==> src/sv/set_assoc_lru_cache_controller_defines.svh <==
// Assertion macros used by the cache controller top file.
`ifndef SET_ASSOC_LRU_CACHE_CONTROLLER_DEFINES_SVH
`define SET_ASSOC_LRU_CACHE_CONTROLLER_DEFINES_SVH
`ifndef ASSERT_OFF
// Check that cons holds in the same cycle as ante.
`define SALC_ASSERT_NOW(lbl, clk, rstn, ante, cons) \
	lbl: assert property (@(posedge clk) disable iff (!rstn) (ante) |-> (cons)) \
		else $error("cache controller check failed");
// Check that cons holds in the cycle after ante.
`define SALC_ASSERT_NEXT(lbl, clk, rstn, ante, cons) \
	lbl: assert property (@(posedge clk) disable iff (!rstn) (ante) |=> (cons)) \
		else $error("cache controller check failed");
`else
`define SALC_ASSERT_NOW(lbl, clk, rstn, ante, cons)
`define SALC_ASSERT_NEXT(lbl, clk, rstn, ante, cons)
`endif
`endif

==> src/sv/salc_pkg.sv <==
package salc_pkg;
	localparam int DEF_SET_COUNT = 256;
	localparam int DEF_WAY_COUNT = 8;
	localparam int SET_FIELD_W = 12;

	localparam logic [1:0] CFG_OFFSET_BITS = 2'd0;
	localparam logic [1:0] CFG_SET_BITS = 2'd1;
	localparam logic [1:0] CFG_WAY_BITS = 2'd2;
	localparam logic [1:0] CFG_WRITE_ALLOC = 2'd3;

	localparam logic [4:0] RST_OFFSET_BITS = 5'd5;
	localparam logic [3:0] RST_SET_BITS = 4'd6;
	localparam logic [1:0] RST_WAY_BITS = 2'd1;
	localparam logic RST_WRITE_ALLOC = 1'b1;
	localparam logic [4:0] MAX_OFFSET_BITS = 5'd16;

	localparam logic FUNC_WRITE = 1'b1;

	// Geometry after saturation.
	typedef struct packed {
		logic [4:0] ob;
		logic [3:0] sb;
		logic [1:0] wb;
		logic       wa;
	} cfg_t;

	typedef struct packed {
		logic                   func;
		logic [SET_FIELD_W-1:0] set;
		logic [31:0]            tag;
	} req_t;

	typedef struct packed {
		logic        hit;
		logic        allocated;
		logic        evict_dirty;
		logic [31:0] evict_address;
		logic [2:0]  way_used;
	} res_t;
endpackage

==> src/sv/salc_front.sv <==
module salc_front (
	input  logic                clk,
	input  logic                arst_n,
	input  salc_pkg::cfg_t      cfg,
	input  logic                hold,
	input  logic                in_valid,
	output logic                in_ready,
	input  logic                func,
	input  logic [31:0]         address,
	output salc_pkg::req_t      head,
	output logic                head_valid,
	input  logic                pop
);
	import salc_pkg::*;

	req_t       q_q [2];
	logic       wr_ptr_q;
	logic       rd_ptr_q;
	logic [1:0] cnt_q;
	req_t       req_in;
	logic [5:0] shamt;
	logic [31:0] set_full;
	logic       push;

	// Split the address under the current geometry.
	always_comb begin
		shamt = 6'(cfg.ob) + 6'(cfg.sb);
		set_full = (address >> cfg.ob) & ((32'd1 << cfg.sb) - 32'd1);
		req_in.func = func;
		req_in.set = set_full[SET_FIELD_W-1:0];
		req_in.tag = address >> shamt;
	end

	assign in_ready = (cnt_q != 2'd2) && !hold;
	assign push = in_valid && in_ready;
	assign head = q_q[rd_ptr_q];
	assign head_valid = (cnt_q != 2'd0);

	always_ff @(posedge clk) begin
		if (push) begin
			q_q[wr_ptr_q] <= req_in;
		end
	end

	always_ff @(posedge clk or negedge arst_n) begin
		if (!arst_n) begin
			wr_ptr_q <= 1'b0;
			rd_ptr_q <= 1'b0;
			cnt_q <= 2'd0;
		end else begin
			if (push) begin
				wr_ptr_q <= ~wr_ptr_q;
			end
			if (pop) begin
				rd_ptr_q <= ~rd_ptr_q;
			end
			if (push && !pop) begin
				cnt_q <= cnt_q + 2'd1;
			end else if (pop && !push) begin
				cnt_q <= cnt_q - 2'd1;
			end
		end
	end
endmodule

==> config.mk <==
export PLATFORM = sky130hd
export DESIGN_NAME = salc_front
export DESIGN_NICKNAME = d
export VERILOG_FILES = /design/src/sv/set_assoc_lru_cache_controller_defines.svh /design/src/sv/salc_pkg.sv /design/src/sv/salc_front.sv
export SDC_FILE = /design/constraint.sdc
export NUM_CORES = 1
export LEC_CHECK = 0
export ABC_AREA = 1
export BUFFER_PORTS_ARGS = -buffer_cell sky130_fd_sc_hd__buf_4
export CORE_UTILIZATION = 45
export CTS_CLUSTER_DIAMETER = 50
export CTS_CLUSTER_SIZE = 12
export DETAILED_ROUTE_END_ITERATION = 16
export PLACE_DENSITY = 0.65
export SYNTH_ARGS = -nofsm -noshare
export SYNTH_HDL_FRONTEND = slang
export SYNTH_SLANG_ARGS = --single-unit
export TNS_END_PERCENT = 5
==> constraint.sdc <==
create_clock -name clk -period 3.6 [get_ports clk]
set_input_delay 0 -clock clk [delete_from_list [all_inputs] [get_ports clk]]
set_output_delay 0 -clock clk [all_outputs]
set_load 0.05 [all_outputs]
After elaboration in Yosys (flattened, before gate mapping). Memory sizes are Yosys's and may differ from the RTL's. Cells that the tools add are included. Widths: inputs -> output; s select.

Bits in latches: 0. Memories kept: 1. Output and inout port bits: 47. Input bits: 50. Memory bits (writable): 90. ROM bits: 0. Register bits after elaboration: 4. Logic and storage cells: 28.

Memories: q_q (depth 2, width 45, read ports 1, clocked after memory_dff 0, wr ports 1, line salc_front.sv:16) `req_t q_q [2];`.

$lt $le $gt $ge: 0. Eq/ne operators: 1. Div/mod/pow operators: 0. Multipliers: 0. Reduce and logical (&&, ||, !) cells: 9. Shifts and indexed selects: 3. $add $sub $neg: 4. Multiplexer cells: 4. Bitwise operators: 3.

Operators with widths (number): $shr 32x5->12 (1); $shr 32x6->32 (1); $and 12x12->12 (1); $shl 1x4->12 const A (1); $sub 12x1->12 const B (1); $add 5x4->6 (1); $logic_and 1x1->1 (4); $mux 2 (2); $reduce_bool 2->1 (2); $logic_not 1->1 (3); $add 2x1->2 const B (1); $mux 1 (2); $ne 2x2->1 const B (1); $not 1->1 (2); $sub 2x1->2 const B (1).

Depth between registers and ports, before layout. Gate-level depths: netlist (run 1).

Depth after elaboration: 7. Gate-level depth with buffers: 13. Depth with buffers taken out: 11.

Worst setup path before layout (run 1). Ideal clock, no wire load.

Path kind: reg-to-reg. From: register cnt_q[0]. To: memory q_q[0][0] in the netlist's numbering, enable pin. Slack: -289 ps. Data required time: 3152 ps. Cell stages (with the launch flop): 5. Arrival time: 3441 ps. Setup time: 448 ps. Clock period less this slack: 3889 ps. Cells stage by stage: dfrtp_1 inv_1 a21oi_1 nand2_1 nor2_1.

Cells in the longest elaborated chain, start to end: 5.

RTL lines: from (decl) (line salc_front.sv:19) `logic [1:0] cnt_q;`; from (signal assigned) (line salc_front.sv:58) `cnt_q <= cnt_q + 2'd1;`; from (signal assigned) (line salc_front.sv:60) `cnt_q <= cnt_q - 2'd1;`; $ne 2x2->1 (line salc_front.sv:34) `assign in_ready = (cnt_q != 2'd2) && !hold;`; $logic_and 1x1->1 (line salc_front.sv:34); via in_ready (line salc_front.sv:7) `output logic in_ready,`; $logic_and 1x1->1 (line salc_front.sv:35) `assign push = in_valid && in_ready;`; $mux 1 (line salc_front.sv:40) `if (push) begin`; $mux 1 (implied by the code) (line salc_front.sv:41) `q_q[wr_ptr_q] <= req_in;`; to (decl) (line salc_front.sv:16).

The timed path passes the listed nets, and every way through them passes these cells.

==> metrics.txt, run 1 <==
DRT Pass-1 Iters 5; via count 6440; Synth Area in Compound Gates 4.43%; critical path launch point type input port; die width 126 um; H-Tree Depth 3; mapped cell area 0.00693 mm^2; Yosys top cell by area edfxtp_1; Final Max Slew Viols 0; Synth cell types 35; CP max FO 33; GPL Wtd Cong 0.930; hpwl dp 12800 um; async set-reset flop share out of synthesis 4.26%; outcome finished clean; Design Power 0.00491 W; Net Count, Synth 976; total grt overflow 0; # diodes 0; CP endpoint kind flop; Root Buffer clkbuf_16; max-cap violations 0; maximum vdd drop 0.320 mV; crit path time final 2360 ps; synth warn 0; vias in the first global route 5727; Post-synth EDFFs 90; Vias/cell 5.52; Worst EP arrival 2460 ps; Synth Register Bits 94; final setup violation count 0; CTS Buffer Depth 2; number of buffers added on ports 93; clk slew on worst S/H paths 80 ps; FMAX 423 MHz; gr usage total 23.1%; antenna violations before repair 0; Total Nets Final 1035; Buf/Inv on CP 2; Final Hold Fails 0; WL per Instance 15.5 um; Mapped Avg Cell Area 7.54 um^2; critical setup path kind input port to flop; Worst Path Required 3690 ps; Post-Synth Simple-Gate Area 38.8%; Pwr per Cell Area 615 mW/mm^2; sequential-to-total area share from yosys stat 40.5%; xor and xnor area share after synthesis 1.14%; CTS Sinks 94; drt drc 0; # IOs 97; Post-Route Skew 6.81 ps; most used cell, CP nand2_1; RSZ-0062 raised after global routing no; worst hold slack 91.4 ps; DIE HEIGHT 126 um; actual slew at the worst max-slew pin 1040 ps; Syn Inst Count 919; top cells by area, synth edfxtp_1 (39%), nand2_1 (17%), nand3_1 (16%); Lkg Pwr 3.49 nW; area of the core 0.0148 mm^2; CTS tree done; antenna viol nets, final 0; hold crit path type input port to flop; slowest CP cell inv_1; layout cells sized above 1 19.1%; Num CTS Buffers 9; Layout area overhead 15.3%; largest net degree at the start of global routing 47; Worst path top cell family by delay buffers and inverters; fin util 54.1%; first-pass GRT wire length 29000 um; predominant post-synthesis flop cell edfxtp_1; clock latency on the worst-skew pair 350 ps; Cell Chain, Critical Path buf_4, ha_1, fa_1, inv_1, nand2_1, nand2_1, nand2_1, nand2_1, nand2_1, nand3_1, nand2_1; die area 0.0159 mm^2; Slew headroom 30.5%; post-synthesis mux area share 7.32%; Initial DRC Count 769; Synth Area in Adders 1.37%; Initial Util 46.9%; Synth top area share 39.0%; Final period util 65.7%; WL final 18100 um; setup tns final 0 ps; slowest cell delay on critical path 660 ps; largest family of logic cells by synthesized area simple AND/OR/NAND/NOR gates; site row count 44
==> sequential cells by signal (all words and copies together) (netlist names) <==
signal and count:
cnt_q 2, q_q 90, wr_ptr_q 1, rd_ptr_q 1
==> cells in the mapped netlist (2+ instances only) <==
cell	instances
nand2_1	322
nand3_1	227
edfxtp_1	90
mux2_2	45
inv_1	34
nor2_1	33
buf_2	28
o21ai_0	21
o21ai_1	19
a21oi_1	18
clkbuf_1	12
nor3_2	8
ha_1	6
inv_2	6
xor2_1	6
buf_1	5
or2_1	5
buf_4	4
buf_6	4
dfrtp_1	4
or2_2	3
xnor2_1	3
inv_4	2
nand2_2	2
nand3b_1	2
==> worst min-delay path: stages <==
cell and delay, ps:
buf_4 150, nand2_1 60, a21oi_1 50
==> final timing paths <==
check,slack [ps],endpoint,start,depth (start not counted)
worst min register to register,470,cnt_q[0],cnt_q[0],1
worst min-delay path,90,q_q[1][43],cfg[6],3
worst max register to register,1750,q_q[1][19],cnt_q[0],5
worst max-delay path,1240,q_q[1][3],cfg[7],11
min in group asynchronous,550,cnt_q[0],arst_n,3
max in group asynchronous,2870,rd_ptr_q,arst_n,3
==> power by group <==
group	internal (W)	leakage, nW	switching, W
Combinational	0.000773	2.46	0.00158
Clock	0.000556	0.154	0.000444
Sequential	0.00142	0.878	0.000137
Total	0.00275	3.49	0.00216
==> through the flow <==
step / setup slack [ps] / area [um^2] / instances
global placement: 931 / 7630 / 1147
CTS: 1280 / 7990 / 1167
global route: 1040 / 7990 / 1167
finish: 1240 / 7990 / 1167
floorplan: -289 / 6930 / 919
detailed placement: 913 / 7630 / 1147
==> metal layers <==
metal | vias up | track usage, % | share of wire, %
li1 | 3246 | - | -
met4 | 0 | 8.22 | 1.8
met1 | 2937 | 33.9 | 48
met5 | - | 0 | 0
met3 | 29 | 3.70 | 6.7
met2 | 228 | 34.3 | 44
==> logic make-up after synthesis <==
logic type      after synthesis
buf+inv                      97
compound gates               59
fa+ha+maj                     7
flops                        94
mux                          45
simple gates                608
xor+xnor                      9
==> final cells by class <==
type                    instances  area [um^2]
fillers                      1434         6770
clock buffers                   9          225
repair buffers                102          776
well taps                     184          230
multi-input cells             728         3700
flip-flops and latches         94         2800
clock inverters                 7         87.6
inverters                      43          166
==> layout by cell type, fill, tap and decap left out, types with 2 or more instances in the layout <==
cell and n:
nand2_1 322, nand3_1 227, buf_4 98, edfxtp_1 90
mux2_2 45, inv_1 34, nor2_1 31, o21ai_0 21
o21ai_1 19, a21oi_1 18, clkbuf_16 9, nor3_2 8
inv_2 6, ha_1 6, or2_1 5, xor2_1 5
dlygate4sd3_1 4, nor2_4 3, or2_2 3, xnor2_1 3
dfrtp_1 3, inv_4 2, nand2_2 2, nand3b_1 2
inv_8 2, clkinv_4 2, inv_6 2
==> repair_timing <==
action                    4_1_cts  5_1_grt
hold endpoints to repair        7        0
setup buffers                   0        0
hold buffers                    4        0
gates resized for setup         0        0
No activity file was read; power rests on OpenSTA's default activity.
==> run 2: changes to the inputs <==
PLACE_DENSITY = 0.68   (was 0.65)
clock period = 2 ns   (was 3.6 ns; I/O delays follow)
==> run 2 against run 1 <==
Effect of this change:
- final cell count rose by 2.8%
- clock-buffer cell count is 1 higher
- first-iteration DRC count rose by 1.2%
- power grew 84%
- via count rose by 2.0%
- critical path type unchanged
- critical endpoint is now q_q[0][6]
- largest cell class unchanged
==> metrics.txt, run 2 (synthesized netlist as in run 1, its figures left out) <==
outcome finished clean; Initial DRC Count 778; CP endpoint kind flop; die area 0.0159 mm^2; design area 0.00838 mm^2; RSZ-0062 raised after global routing no; DRT Pass-1 Iters 8; # IOs 97; Largest register FFs 90; Clock power frac 18.6%; setup tns final 0 ps; drt drc 0; switching power 0.00391 W; Pint 0.00514 W; antenna violations before repair 0; r2r setup slk 400 ps; WL per Instance 15.8 um; Worst Path Required 2080 ps; die width 126 um; DIE HEIGHT 126 um; most common cell after layout, fill and taps aside nand2_1; crit path time final 1780 ps; Post-Place Worst Slack -85.7 ps; area of the core 0.0148 mm^2; layout cells sized above 1 21.7%; fin util 56.8%; vias in the first global route 5873; clock latency on the worst-skew pair 340 ps; Cell Chain, Critical Path buf_4, ha_1, fa_1, buf_4, o21ai_0, nand2_1, nand2_1, nand2_1, nand3_1, nand2_1; slowest CP cell fa_1; critical path launch point type input port; CTS Buffer Depth 2; CTS Sinks 94; worst hold slack 6.52 ps; Total Nets Final 1068; Buf/Inv on CP 2; maximum vdd drop 0.551 mV; first-pass GRT wire length 30300 um; GPL Wtd Cong 0.917; Final Max Slew Viols 0; Min-Delay Endpoint wr_ptr_q; H-Tree Depth 3; critical setup path kind input port to flop; CTS tree done; sequential share of power 29.7%; slack of the critical path 222 ps; Lkg Pwr 3.69 nW; via count 6567; FMAX 562 MHz; most frequent cells in the layout nand2_1 (321), nand3_1 (227), buf_4 (118); number of buffers added on ports 93; Logic pwr share 51.7%; Root Buffer clkbuf_16; Slew headroom 55.5%; Final period util 88.9%; antenna viol nets, final 0; Layout area overhead 21.0%; gr usage total 24.3%; Worst EP arrival 1860 ps; site row count 44; filler cell count in the final layout 1396; total grt overflow 0; slowest cell delay on critical path 500 ps; Vias/cell 5.47; Biggest register q_q; biggest registers after layout q_q: 90 flops, cnt_q: 2 flops; Post-Route Skew 6.39 ps; Initial Util 46.9%; Num CTS Buffers 9; Worst R2R Path Depth 5; hold crit path type input port to flop; largest net degree at the start of global routing 38; most used cell, CP nand2_1; Worst path top cell family by delay adder cells; Pwr per Cell Area 1080 mW/mm^2; Final Hold Fails 0; # diodes 0; Hold Path Cell Cnt 4; Reg-to-Reg End q_q[0][8]; FF+latch area 0.00280 mm^2; hold wc startpoint hold; switching share of total power 43.2%; max-cap violations 0; WL final 19000 um; clk slew on worst S/H paths 60 ps; Multi-input gate area 0.00371 mm^2; DP Area 0.00804 mm^2; actual slew at the worst max-slew pin 665 ps; final setup violation count 0; hpwl dp 14300 um; R2R Path Start cnt_q[0]; CP max FO 25
## run 2: worst max-delay path by stage
stage / start / end / slack [ps] / depth (start not counted)
floorplan: cnt_q[0] / q_q[0][0] / -50 / 4
global placement: cfg[3] / q_q[1][6] / -80 / 10
detailed placement: cfg[3] / q_q[0][6] / -90 / 10
CTS: rd_ptr_q / head[16] / 230 / 3
global route: cfg[3] / q_q[1][6] / 50 / 11
finish: cfg[3] / q_q[0][6] / 220 / 10
## run 2: metal layers
metal	wire length, um	vias to the layer above	global-route usage [%]	part of all wire [%]
li1	-	3305	-	-
met1	8960	2947	36.5	47
met2	8410	295	37.0	44
met3	1320	20	2.85	7.0
met4	252	0	6.45	1.3
met5	0	-	0	0
## run 2: power by group through the flow
stage	Sequential [W]	Clock, W	Combinational (W)
finish	0.00269	0.00168	0.00468
global route	0.00272	0.00179	0.00501
CTS	0.00269	0.00170	0.00468
detailed placement	0.00274	0	0.00466
global placement	0.00272	0	0.00464
floorplan	0.00267	0	0.00337
## run 2: cell type report
type / instances / share of cell area, %
inverter: 43 / 1.99
multi-input combinational: 728 / 44.3
clock inverter: 6 / 0.731
timing repair buffer: 135 / 14.0
clock buffer: 10 / 2.73
sequential: 94 / 33.5
tap: 184 / 2.75
## run 2: metrics by stage
step                instances  total power, W
floorplan                 919         0.00603
global placement         1179         0.00736
detailed placement       1179         0.00740
CTS                      1200         0.00908
global route             1200         0.00953
finish                   1200         0.00905
## run 2: tightest hold or removal path: stages
cell and delay [ps]:
buf_4 90, a21oi_4 40, nand2_4 100, xor2_1 70
## run 2: what timing repair did
action,in CTS,in global routing
gates resized for setup,0,0
hold endpoints to repair,8,0
setup buffers,0,0
hold buffers,5,0
